$ cat src/relay_guard_pump_timer_core_macros.svh
// ----------------------------------------------------------------------------
// Relay guard assertion macros
// Shared concurrent assertion wrappers; they compile away for synthesis.
// ----------------------------------------------------------------------------
`ifndef RELAY_GUARD_PUMP_TIMER_CORE_MACROS_SVH
`define RELAY_GUARD_PUMP_TIMER_CORE_MACROS_SVH

`ifndef SYNTHESIS
`define RGPT_ASSERT(lbl, clk, rst_n, prop) \
  lbl: assert property (@(posedge clk) disable iff (!rst_n) (prop)) \
    else $error("rgpt assertion failed");
`define RGPT_ASSERT_NEXT(lbl, clk, rst_n, ante, cons) \
  lbl: assert property (@(posedge clk) disable iff (!rst_n) (ante) |=> (cons)) \
    else $error("rgpt assertion failed");
`else
`define RGPT_ASSERT(lbl, clk, rst_n, prop)
`define RGPT_ASSERT_NEXT(lbl, clk, rst_n, ante, cons)
`endif

`endif

$ cat src/rgpt_pkg.sv
// ----------------------------------------------------------------------------
// Relay guard package
// Request and result payload types, operation codes, register map.
// ----------------------------------------------------------------------------
package rgpt_pkg;

  localparam int ADDR_W = 4;
  localparam int MS_W   = 26;
  localparam int MS_PER_S = 1000;

  localparam logic [1:0] OP_CMD      = 2'd0;
  localparam logic [1:0] OP_TICK     = 2'd1;
  localparam logic [1:0] OP_PUMP_OFF = 2'd2;

  localparam logic [1:0] REG_ACTIVE_LOW  = 2'd0;
  localparam logic [1:0] REG_MAX_RUN     = 2'd1;
  localparam logic [1:0] REG_COOLDOWN    = 2'd2;
  localparam logic [1:0] REG_EMERG_TEMP  = 2'd3;

  localparam logic [15:0]        MAX_RUN_S_RST  = 16'd300;
  localparam logic [15:0]        COOLDOWN_S_RST = 16'd600;
  localparam logic signed [15:0] EMERG_TEMP_RST = 16'sd560;
  localparam logic [MS_W-1:0]    MAX_RUN_MS_RST  = MS_W'(300 * MS_PER_S);
  localparam logic [MS_W-1:0]    COOLDOWN_MS_RST = MS_W'(600 * MS_PER_S);

  typedef struct packed {
    logic [1:0]         op;
    logic [31:0]        now_ms;
    logic               want_fan;
    logic               want_cooler;
    logic               want_pump;
    logic               want_light;
    logic signed [15:0] temp;
    logic               temp_valid;
    logic               online;
  } rgpt_in_t;

  typedef struct packed {
    logic fan_pin;
    logic cooler_pin;
    logic pump_pin;
    logic light_pin;
    logic pump_refused;
  } rgpt_out_t;

endpackage

$ cat src/rgpt_if.sv
// ----------------------------------------------------------------------------
// Relay guard channels
// Valid/ready channels for requests and results.
// ----------------------------------------------------------------------------
interface rgpt_in_if;
  import rgpt_pkg::*;
  logic     valid;
  logic     ready;
  rgpt_in_t data;
  modport source(output valid, output data, input ready);
  modport sink(input valid, input data, output ready);
endinterface

interface rgpt_out_if;
  import rgpt_pkg::*;
  logic      valid;
  logic      ready;
  rgpt_out_t data;
  modport source(output valid, output data, input ready);
  modport sink(input valid, input data, output ready);
endinterface

$ cat src/relay_guard_pump_timer_core.sv
// ----------------------------------------------------------------------------
// Relay guard pump timer core
// Four relays with polarity, pump run-time cutoff and cooldown lockout,
// and an offline over-temperature override.
// ----------------------------------------------------------------------------
// channel  dir  handshake      payload
// req_i    in   valid/ready    op, now_ms, want_*, temp, temp_valid, online
// rsp_o    out  valid/ready    fan/cooler/pump/light pins, pump_refused
// apb      in   psel/penable   4 config registers at 4*i
//
// One request per cycle unless an unclaimed result stalls the request stage.
// Request register feeds one pass of compare/add logic into the result register.
// Reset clears relays and timers and loads register defaults.
// Ready drops only while a result sits unclaimed and the request stage is full.
`include "relay_guard_pump_timer_core_macros.svh"

module relay_guard_pump_timer_core (
  input  logic                       clk_i,
  input  logic                       rst_ni,
  rgpt_in_if.sink                    req_i,
  rgpt_out_if.source                 rsp_o,
  input  logic                       psel,
  input  logic                       penable,
  input  logic                       pwrite,
  input  logic [rgpt_pkg::ADDR_W-1:0] paddr,
  input  logic [31:0]                pwdata,
  output logic [31:0]                prdata,
  output logic                       pready
);
  import rgpt_pkg::*;

  logic                active_low_q;
  logic [15:0]         max_run_s_q;
  logic [15:0]         cooldown_s_q;
  logic signed [15:0]  emerg_temp_q;
  logic [MS_W-1:0]     max_run_ms_q;
  logic [MS_W-1:0]     cooldown_ms_q;
  logic [MS_W-1:0]     wr_ms;
  logic                cfg_wr;
  logic [1:0]          cfg_idx;

  logic        fan_q, cooler_q, pump_q, light_q;
  logic        fan_d, cooler_d, pump_d, light_d;
  logic [31:0] pump_start_q, pump_start_d;
  logic [31:0] cool_end_q, cool_end_d;
  logic [31:0] elapsed;
  logic        refused;

  logic      in_valid_q;
  rgpt_in_t  in_q;
  logic      out_valid_q;
  rgpt_out_t out_q;
  logic      advance;

  // config port
  assign pready  = 1'b1;
  assign cfg_wr  = psel && penable && pwrite;
  assign cfg_idx = paddr[ADDR_W-1:2];
  assign wr_ms   = MS_W'(pwdata[15:0]) * MS_W'(MS_PER_S);

  always_ff @(posedge clk_i or negedge rst_ni) begin
    if (!rst_ni) begin
      active_low_q  <= 1'b0;
      max_run_s_q   <= MAX_RUN_S_RST;
      cooldown_s_q  <= COOLDOWN_S_RST;
      emerg_temp_q  <= EMERG_TEMP_RST;
      max_run_ms_q  <= MAX_RUN_MS_RST;
      cooldown_ms_q <= COOLDOWN_MS_RST;
    end else if (cfg_wr) begin
      case (cfg_idx)
        REG_ACTIVE_LOW: active_low_q <= pwdata[0];
        REG_MAX_RUN: begin
          max_run_s_q  <= pwdata[15:0];
          max_run_ms_q <= wr_ms;
        end
        REG_COOLDOWN: begin
          cooldown_s_q  <= pwdata[15:0];
          cooldown_ms_q <= wr_ms;
        end
        REG_EMERG_TEMP: emerg_temp_q <= pwdata[15:0];
        default: ;
      endcase
    end
  end

  always_comb begin
    case (cfg_idx)
      REG_ACTIVE_LOW: prdata = {31'b0, active_low_q};
      REG_MAX_RUN:    prdata = {16'b0, max_run_s_q};
      REG_COOLDOWN:   prdata = {16'b0, cooldown_s_q};
      REG_EMERG_TEMP: prdata = {16'b0, emerg_temp_q};
      default:        prdata = '0;
    endcase
  end

  // pipeline control
  assign advance     = !out_valid_q || rsp_o.ready;
  assign req_i.ready = !in_valid_q || advance;
  assign rsp_o.valid = out_valid_q;
  assign rsp_o.data  = out_q;

  always_ff @(posedge clk_i or negedge rst_ni) begin
    if (!rst_ni) begin
      in_valid_q <= 1'b0;
    end else if (req_i.ready) begin
      in_valid_q <= req_i.valid;
    end
  end

  always_ff @(posedge clk_i) begin
    if (req_i.ready && req_i.valid) begin
      in_q <= req_i.data;
    end
  end

  // state update
  assign elapsed = in_q.now_ms - pump_start_q;

  always_comb begin
    fan_d        = fan_q;
    cooler_d     = cooler_q;
    pump_d       = pump_q;
    light_d      = light_q;
    pump_start_d = pump_start_q;
    cool_end_d   = cool_end_q;
    refused      = 1'b0;
    case (in_q.op)
      OP_CMD: begin
        fan_d    = in_q.want_fan;
        cooler_d = in_q.want_cooler;
        light_d  = in_q.want_light;
        if (in_q.want_pump && !pump_q) begin
          if (in_q.now_ms >= cool_end_q) begin
            pump_d       = 1'b1;
            pump_start_d = in_q.now_ms;
          end else begin
            refused = 1'b1;
          end
        end else if (!in_q.want_pump && pump_q) begin
          pump_d       = 1'b0;
          pump_start_d = '0;
        end
      end
      OP_TICK: begin
        if (pump_q && (elapsed >= 32'(max_run_ms_q))) begin
          pump_d       = 1'b0;
          pump_start_d = '0;
          cool_end_d   = in_q.now_ms + 32'(cooldown_ms_q);
        end
        if (!in_q.online && in_q.temp_valid && (in_q.temp >= emerg_temp_q)) begin
          fan_d    = 1'b1;
          cooler_d = 1'b1;
        end
      end
      OP_PUMP_OFF: begin
        pump_d       = 1'b0;
        pump_start_d = '0;
      end
      default: ;
    endcase
  end

  always_ff @(posedge clk_i or negedge rst_ni) begin
    if (!rst_ni) begin
      fan_q        <= 1'b0;
      cooler_q     <= 1'b0;
      pump_q       <= 1'b0;
      light_q      <= 1'b0;
      pump_start_q <= '0;
      cool_end_q   <= '0;
      out_valid_q  <= 1'b0;
    end else if (advance) begin
      out_valid_q <= in_valid_q;
      if (in_valid_q) begin
        fan_q        <= fan_d;
        cooler_q     <= cooler_d;
        pump_q       <= pump_d;
        light_q      <= light_d;
        pump_start_q <= pump_start_d;
        cool_end_q   <= cool_end_d;
      end
    end
  end

  always_ff @(posedge clk_i) begin
    if (advance && in_valid_q) begin
      out_q.fan_pin      <= fan_d ^ active_low_q;
      out_q.cooler_pin   <= cooler_d ^ active_low_q;
      out_q.pump_pin     <= pump_d ^ active_low_q;
      out_q.light_pin    <= light_d ^ active_low_q;
      out_q.pump_refused <= refused;
    end
  end

  `RGPT_ASSERT(a_start_clear, clk_i, rst_ni, pump_q || (pump_start_q == '0))
  `RGPT_ASSERT(a_refused_off, clk_i, rst_ni,
               !(out_valid_q && out_q.pump_refused) || (out_q.pump_pin == active_low_q))
  `RGPT_ASSERT_NEXT(a_result_follows, clk_i, rst_ni, advance && in_valid_q, out_valid_q)
  `RGPT_ASSERT_NEXT(a_refused_cmd_only, clk_i, rst_ni,
                    advance && in_valid_q && (in_q.op != OP_CMD), !out_q.pump_refused)

endmodule
$ cat src/flat_wrapper.sv
// flat-port wrapper written by rule: the top's interface ports become plain ports
module relay_guard_pump_timer_core_flat import rgpt_pkg::*;
  (clk_i, rst_ni, psel, penable, pwrite, paddr, pwdata, prdata, pready, req_i_valid, req_i_data, req_i_ready, rsp_o_valid, rsp_o_data, rsp_o_ready);
  rgpt_in_if req_i_i ();
  rgpt_out_if rsp_o_i ();
  input  logic clk_i;
  input  logic rst_ni;
  input  logic psel;
  input  logic penable;
  input  logic pwrite;
  input  logic [rgpt_pkg::ADDR_W-1:0] paddr;
  input  logic [31:0] pwdata;
  output logic [31:0] prdata;
  output logic pready;
  input wire logic [$bits(req_i_i.valid)-1:0] req_i_valid;
  input wire logic [$bits(req_i_i.data)-1:0] req_i_data;
  output wire logic [$bits(req_i_i.ready)-1:0] req_i_ready;
  output wire logic [$bits(rsp_o_i.valid)-1:0] rsp_o_valid;
  output wire logic [$bits(rsp_o_i.data)-1:0] rsp_o_data;
  input wire logic [$bits(rsp_o_i.ready)-1:0] rsp_o_ready;
  assign req_i_i.valid = req_i_valid;
  assign req_i_i.data = req_i_data;
  assign req_i_ready = req_i_i.ready;
  assign rsp_o_valid = rsp_o_i.valid;
  assign rsp_o_data = rsp_o_i.data;
  assign rsp_o_i.ready = rsp_o_ready;
  relay_guard_pump_timer_core u_core (.clk_i(clk_i), .rst_ni(rst_ni), .req_i(req_i_i), .rsp_o(rsp_o_i), .psel(psel), .penable(penable), .pwrite(pwrite), .paddr(paddr), .pwdata(pwdata), .prdata(prdata), .pready(pready));
endmodule
$ cat config.mk
export PLATFORM = sky130hd
export DESIGN_NAME = relay_guard_pump_timer_core_flat
export DESIGN_NICKNAME = d
export VERILOG_FILES = /design/src/rgpt_pkg.sv /design/src/rgpt_if.sv /design/src/relay_guard_pump_timer_core.sv /design/src/flat_wrapper.sv
export VERILOG_INCLUDE_DIRS = /design/src /design/src/src
export SDC_FILE = /design/constraint.sdc
export NUM_CORES = 1
export LEC_CHECK = 0
export BUFFER_PORTS_ARGS = -buffer_cell sky130_fd_sc_hd__buf_2
export CAP_MARGIN = 10
export CORE_UTILIZATION = 51
export CTS_BUF_LIST = sky130_fd_sc_hd__clkbuf_8 sky130_fd_sc_hd__clkbuf_16
export CTS_CLUSTER_DIAMETER = 150
export DETAILED_ROUTE_END_ITERATION = 6
export GPL_TIMING_DRIVEN = 0
export MAX_ROUTING_LAYER = met4
export PLACE_DENSITY = 0.66
export SETUP_SLACK_MARGIN = 0.15
export SYNTH_ARGS = -nofsm -noshare
export SYNTH_HDL_FRONTEND = slang
export SYNTH_SLANG_ARGS = --single-unit
$ cat constraint.sdc
create_clock -name clk_i -period 9.7 [get_ports clk_i]
set_input_delay 1.455 -clock clk_i [delete_from_list [all_inputs] [get_ports clk_i]]
set_output_delay 1.455 -clock clk_i [all_outputs]
set_load 0.1 [all_outputs]
-- Yosys cells after proc, flatten, opt, wreduce, memory -nomap -nowiden
Cells that the tools add are included.
- flip-flop bits (word level): 226
- bits of input ports: 99
- output and inout port bits: 40
- word-level logic and storage cells: 90
- $add $sub $neg: 2
- multipliers: 1
- magnitude comparators: 3
- eq/ne operators: 8
- multiplexer cells: 17
- bitwise logic cells: 4
- reductions and logical operators: 27
- operators with widths (kind ; count):
    32-bit two-way mux ; 4
    32-bit case mux with 4 select lines ; 1
    32-bit case mux with 3 select lines ; 1
    32-bit by 26-bit adder with 32-bit output ; 1
    32-bit by 26-bit greater-or-equal comparator with 1-bit output ; 1
    32-bit greater-or-equal comparator ; 1
    32-bit subtractor ; 1
    16-bit by 7-bit multiplier with 23-bit output, second input constant ; 1
    16-bit greater-or-equal comparator ; 1
    2-bit AND reduction ; 6
    1-bit logical AND ; 9
    1-bit two-way mux ; 8
    2-bit == test, second input constant ; 3
    6-bit AND reduction ; 1
    1-bit logical NOT ; 5
    2-bit by 1-bit == test with 1-bit output, second input constant ; 2
    2-bit logical NOT ; 2
    1-bit case mux with 2 select lines ; 2
    4-bit AND reduction ; 1
    1-bit XOR ; 4
    3-bit by 1-bit != test with 1-bit output, second input constant ; 1
    3-bit != test, second input constant ; 1
    1-bit case mux with 3 select lines ; 1
    3-bit nonzero test ; 1
    other kinds (2) ; 3

-- Logic depth before layout (Yosys ltp)
- depth in word-level cells: 6
- gate-level depth with buffers: 23
- mapped depth without buffers: 22

-- Least setup slack after synthesis
Ideal clock, no wire load.
- path kind: input-to-reg
- start: in pwdata[0]
- end: reg u_core.max_run_ms_q[24]
- library setup time: 0.125 ns
- data arrival time: 5.716 ns
- required time: 9.575 ns
- slack: 3.859 ns
- stages on the path: 17
- path buffers: 0
- cells stage by stage: fa_1 -> inv_1 -> fa_1 -> fa_1 -> inv_1 -> fa_1 -> ha_1 -> o21ai_0 -> nor2_1 -> o311a_1 -> o211a_1 -> a41o_1 -> nor4_1 -> nor3_1 -> a31oi_1 -> xnor2_1 -> mux2_2
- longest elaborated chain between the ends: 1
- ends and longest elaborated chain (what ; RTL line ; source):
    start, declared ; flat_wrapper.sv:12 ; input logic [31:0] pwdata;
    16-bit by 7-bit multiplier with 23-bit output ; relay_guard_pump_timer_core.sv:59 ; assign wr_ms = MS_W'(pwdata[15:0]) * MS_W'(MS_PER_S);
    end signal, assigned ; relay_guard_pump_timer_core.sv:74 ; max_run_ms_q <= wr_ms;
    end, declared ; relay_guard_pump_timer_core.sv:36 ; logic [MS_W-1:0] max_run_ms_q;
Every way passes these cells.
A chain may end at the register's enable or synchronous reset.

-- Worst setup path after layout
- start: in pwdata[2]
- end: reg u_core.max_run_ms_q[24]
Same word-level chain as after synthesis.

==> impl_metrics.toml <==
[die]
die-area_sq_mm = 0.03107
ios = 139
initial_utilization = 0.5211
die_h_um = 176.3
core_area_sq_mm = 0.02972
die_x_um = 176.3
rows = 63

[setup_path]
crit_buf_inv = 3
slowest_delay_ns = 0.51
crit_family = "adder cells"
cp.required_ns = 10.14
worst_ep_arrival_time_ns = 6.26
r2r_start = "u_core.in_q[26]$_DFFE_PP_"
r2r_cells = 22
r2r_slack_ns = 4.09
critPathMaxFanout = 9
crit_type = "in -> reg"
path_cells = "buf_2 > fa_1 > inv_1 > fa_1 > fa_1 > inv_1 > fa_1 > ha_1 > o21ai_0 > nor2_1 > o311a_1 > o211a_1 > a41o_1 > nor4_1 > nor3_1 > a31oi_1 > xnor2_1 > mux2_2"
crit_top_cell = "fa_1"
cpMaxStageDelayCell = "fa_1"
endpoint_kind = "register"
start_kind = "primary input"
reg2reg_to = "u_core.cool_end_q[18]$_DFFE_PN0P_"

[final_layout]
drive_gt1_frac = 0.1750
fill_cells = 2523
final_nets = 1921
seqCellArea_sq_mm = 0.005894
multiInputGateArea_sq_mm = 0.008828
stdcell_area_sq_mm = 0.01754
num_antenna_cells = 0
area_growth_pct = 13.28

[yosys]
yosys.area_share.simple = 0.08338
netlist_top_cells_count = "181 x ha_1, 144 x inv_1, 134 x dfrtp_1, 83 x o21ai_0, 80 x nand2_1"
yosysTopAreaCell = "dfrtp_1"
synth-warning-count = 0
syn_inst = 1435
synth_area_leaders = "dfrtp_1 22%, ha_1 15%, edfxtp_1 12%, fa_1 7.2%, mux2_2 4.9%"
synthArstFlopShare = 0.7252
synthMuxAreaShare = 0.07344
synth_most_common_cell = "ha_1"
synth-compound-area-share = 0.1491
ys_seq_area_frac = 0.3806
synthXorXnorAreaFrac = 0.04129
synth_top_family_by_area = "adder cells"
synth-seq-cells = 222
avgSynthCellArea_sq_um = 10.79
synth-edff-count = 61
synth_ff_type = "dfrtp_1"
netlist_area_sq_mm = 0.01549
synthAdderAreaFrac = 0.2186
yosysUniqueCellTypes = 75
synth_top_cell_area_share = 0.2165

[sta]
fin_crit_ns = 5.819
fin_skew_ns = 0.01656
setup_viol = 0
finalHoldViolCount = 0
drv_slew = 0
fin_ws_ns = 3.881
rsz0062_at_grt = "no"
fin_setup_tns_ns = 0
slew_headroom = 0.4589
max_freq_mhz = 171.8
tightestPinTransition_ns = 0.8116
timing.final.crit_share = 0.5999

[outcome]
status = "completed"

[grt]
grt_start_max_net_pins = 100
grt_use_total = 0.2487
first_global_vias = 11360
antenna_found_initial = 0
grt_first_pass_wirelength_um = 58850
grt_overflow = 0

[worst_hold_path]
min_path_type = "reg -> reg"
min_path_cells = 2
holdPathEnd = "u_core.cooldown_ms_q[13]$_DFFE_PN1P_"
hold_start = "u_core.cooldown_ms_q[13]$_DFFE_PN1P_"

[route]
wl_um = 36120
num_vias = 11040
initialDrtViolationCount = 558
viasPerCell = 5.533
ant_nets = 0
route.detailed.drc = 0
drt-wirelength-per-cell_um = 18.09
drtPass1Iterations = 5

[power]
p_leak_nw = 8.077
ir_drop_v = 0.0001845
p_per_area_mw_per_mm2 = 268.7
finalPower_mw = 4.714

[clock_tree]
clkSlewWorstSetupHoldPaths_ns = 0.06
clk-insertion-delay-late_ns = 0.56
cts_hold_buf = 0
postCtsSetupBuffers = 0
root_buffer = "clkbuf_16"
cts_buffers = 27
max-clock-path-buffers = 3
cts-htree-levels = 1
cts_tree = "built"
cts-resized-gates = 0
cts_num_sinks = 222

[placement]
dp_slack_ns = 3.291
dp.final_hpwl_um = 27540
dpl_cell_area_sq_mm = 0.01661
gp_congestion = 0.9263
port_buffers = 103

[run]
max_cap_violations = 0
flip-flops by register name, indices dropped and copies added, names as in the netlist, 5 cells and up:
name                  flops
u_core.pump_start_q      32
u_core.cooldown_s_q      16
u_core.max_run_ms_q      21
u_core.cool_end_q        32
u_core.in_q              56
u_core.max_run_s_q       16
u_core.emerg_temp_q      16
u_core.rsp_o.data         5
u_core.cooldown_ms_q     21
layout by cell type, fill, tap and decap left out, types with 6 or more instances in the layout:
cell type	instances
a22o_1	15
a21o_1	45
mux2_2	67
dfstp_2	27
nor3_1	17
edfxtp_1	61
buf_4	20
clkbuf_1	22
xnor2_1	43
o211ai_1	8
nor2_1	64
nand3_1	18
xor2_1	30
ha_1	181
fa_1	56
a211oi_1	15
o2bb2ai_1	6
nand2_1	80
nand2b_1	20
a32o_1	27
a21oi_1	75
buf_1	7
mux2i_1	30
conb_1	17
a31oi_1	7
clkbuf_16	27
o21a_1	11
o21ai_0	83
buf_2	105
nand4_1	15
dfrtp_1	134
nor2b_1	9
inv_1	155
or3_1	6
worst max-delay path by stage:
stage,start,to,slack [ns],cells past startpoint
6_report,pwdata[2],u_core.max_run_ms_q[24]$_DFFE_PN0P_,3.88,18
5_1_grt,pwdata[0],u_core.max_run_ms_q[24]$_DFFE_PN0P_,3.62,18
4_1_cts,pwdata[2],u_core.max_run_ms_q[24]$_DFFE_PN0P_,3.89,18
3_5_place_dp,pwdata[2],u_core.max_run_ms_q[24]$_DFFE_PN0P_,3.29,18
3_3_place_gp,pwdata[0],u_core.max_run_ms_q[24]$_DFFE_PN0P_,3.36,18
2_1_floorplan,pwdata[0],u_core.max_run_ms_q[24]$_DFFE_PN0P_,3.86,17
worst register-to-register path, cell delays in order, from the launching register on:
cell      delay [ns]
edfxtp_1        0.51
ha_1            0.41
a21o_1          0.22
or3_1           0.33
o211a_1         0.28
nor4b_4         0.33
or3_1           0.25
nor2_1          0.06
nor2_1          0.16
o21bai_1        0.08
a21oi_1         0.17
xnor2_1         0.10
ha_1            0.30
nand2_1         0.10
or2_2           0.32
nor4_1          0.36
o21ai_0         0.15
nand2_1         0.12
a2111o_1        0.19
nor4_4          0.06
nor2_2          0.32
buf_2           0.43
mux2i_1         0.26
layer usage:
metal	up-vias	track usage	part of all wire
li1	5411	-	-
met1	5371	0.3100	0.45
met2	209	0.4224	0.48
met3	53	0.03122	0.039
met4	0	0.07319	0.030
met5	-	-	0
logic make-up after synthesis:
kind of cell | count (synthesis)
AOI/OAI and AO/OA | 341
and+or+nand+nor | 262
adders and majority gates | 237
DFF | 222
buffers and inverters | 196
muxes | 102
xor gates and xnor gates | 73
other | 2
through the flow:
stage            util  hold WS, ns  std cells
6_report       0.5903       0.4904       1996
5_1_grt        0.5903       0.5061       1996
4_1_cts        0.5903       0.4934       1996
3_5_place_dp   0.5589       0.4793       1946
3_3_place_gp   0.5568       0.4672       1943
2_1_floorplan       -       0.4460       1450
cell type report:
cell class	instances	area share
inverter	144	0.03081
timing repair buffer	106	0.03295
sequential	222	0.3360
clock inverter	21	0.01312
buffer	52	0.01598
clock buffer	29	0.04008
multi-input combinational	1032	0.5032
tap	390	0.02782
where the power goes:
part | switching, mW | leakage (nW) | internal, mW
combinational | 1.35 | 5.09 | 0.947
sequential | 0.126 | 2.49 | 1.22
clock | 0.416 | 0.499 | 0.652
Note: power is estimated with default switching activity, not from simulation.
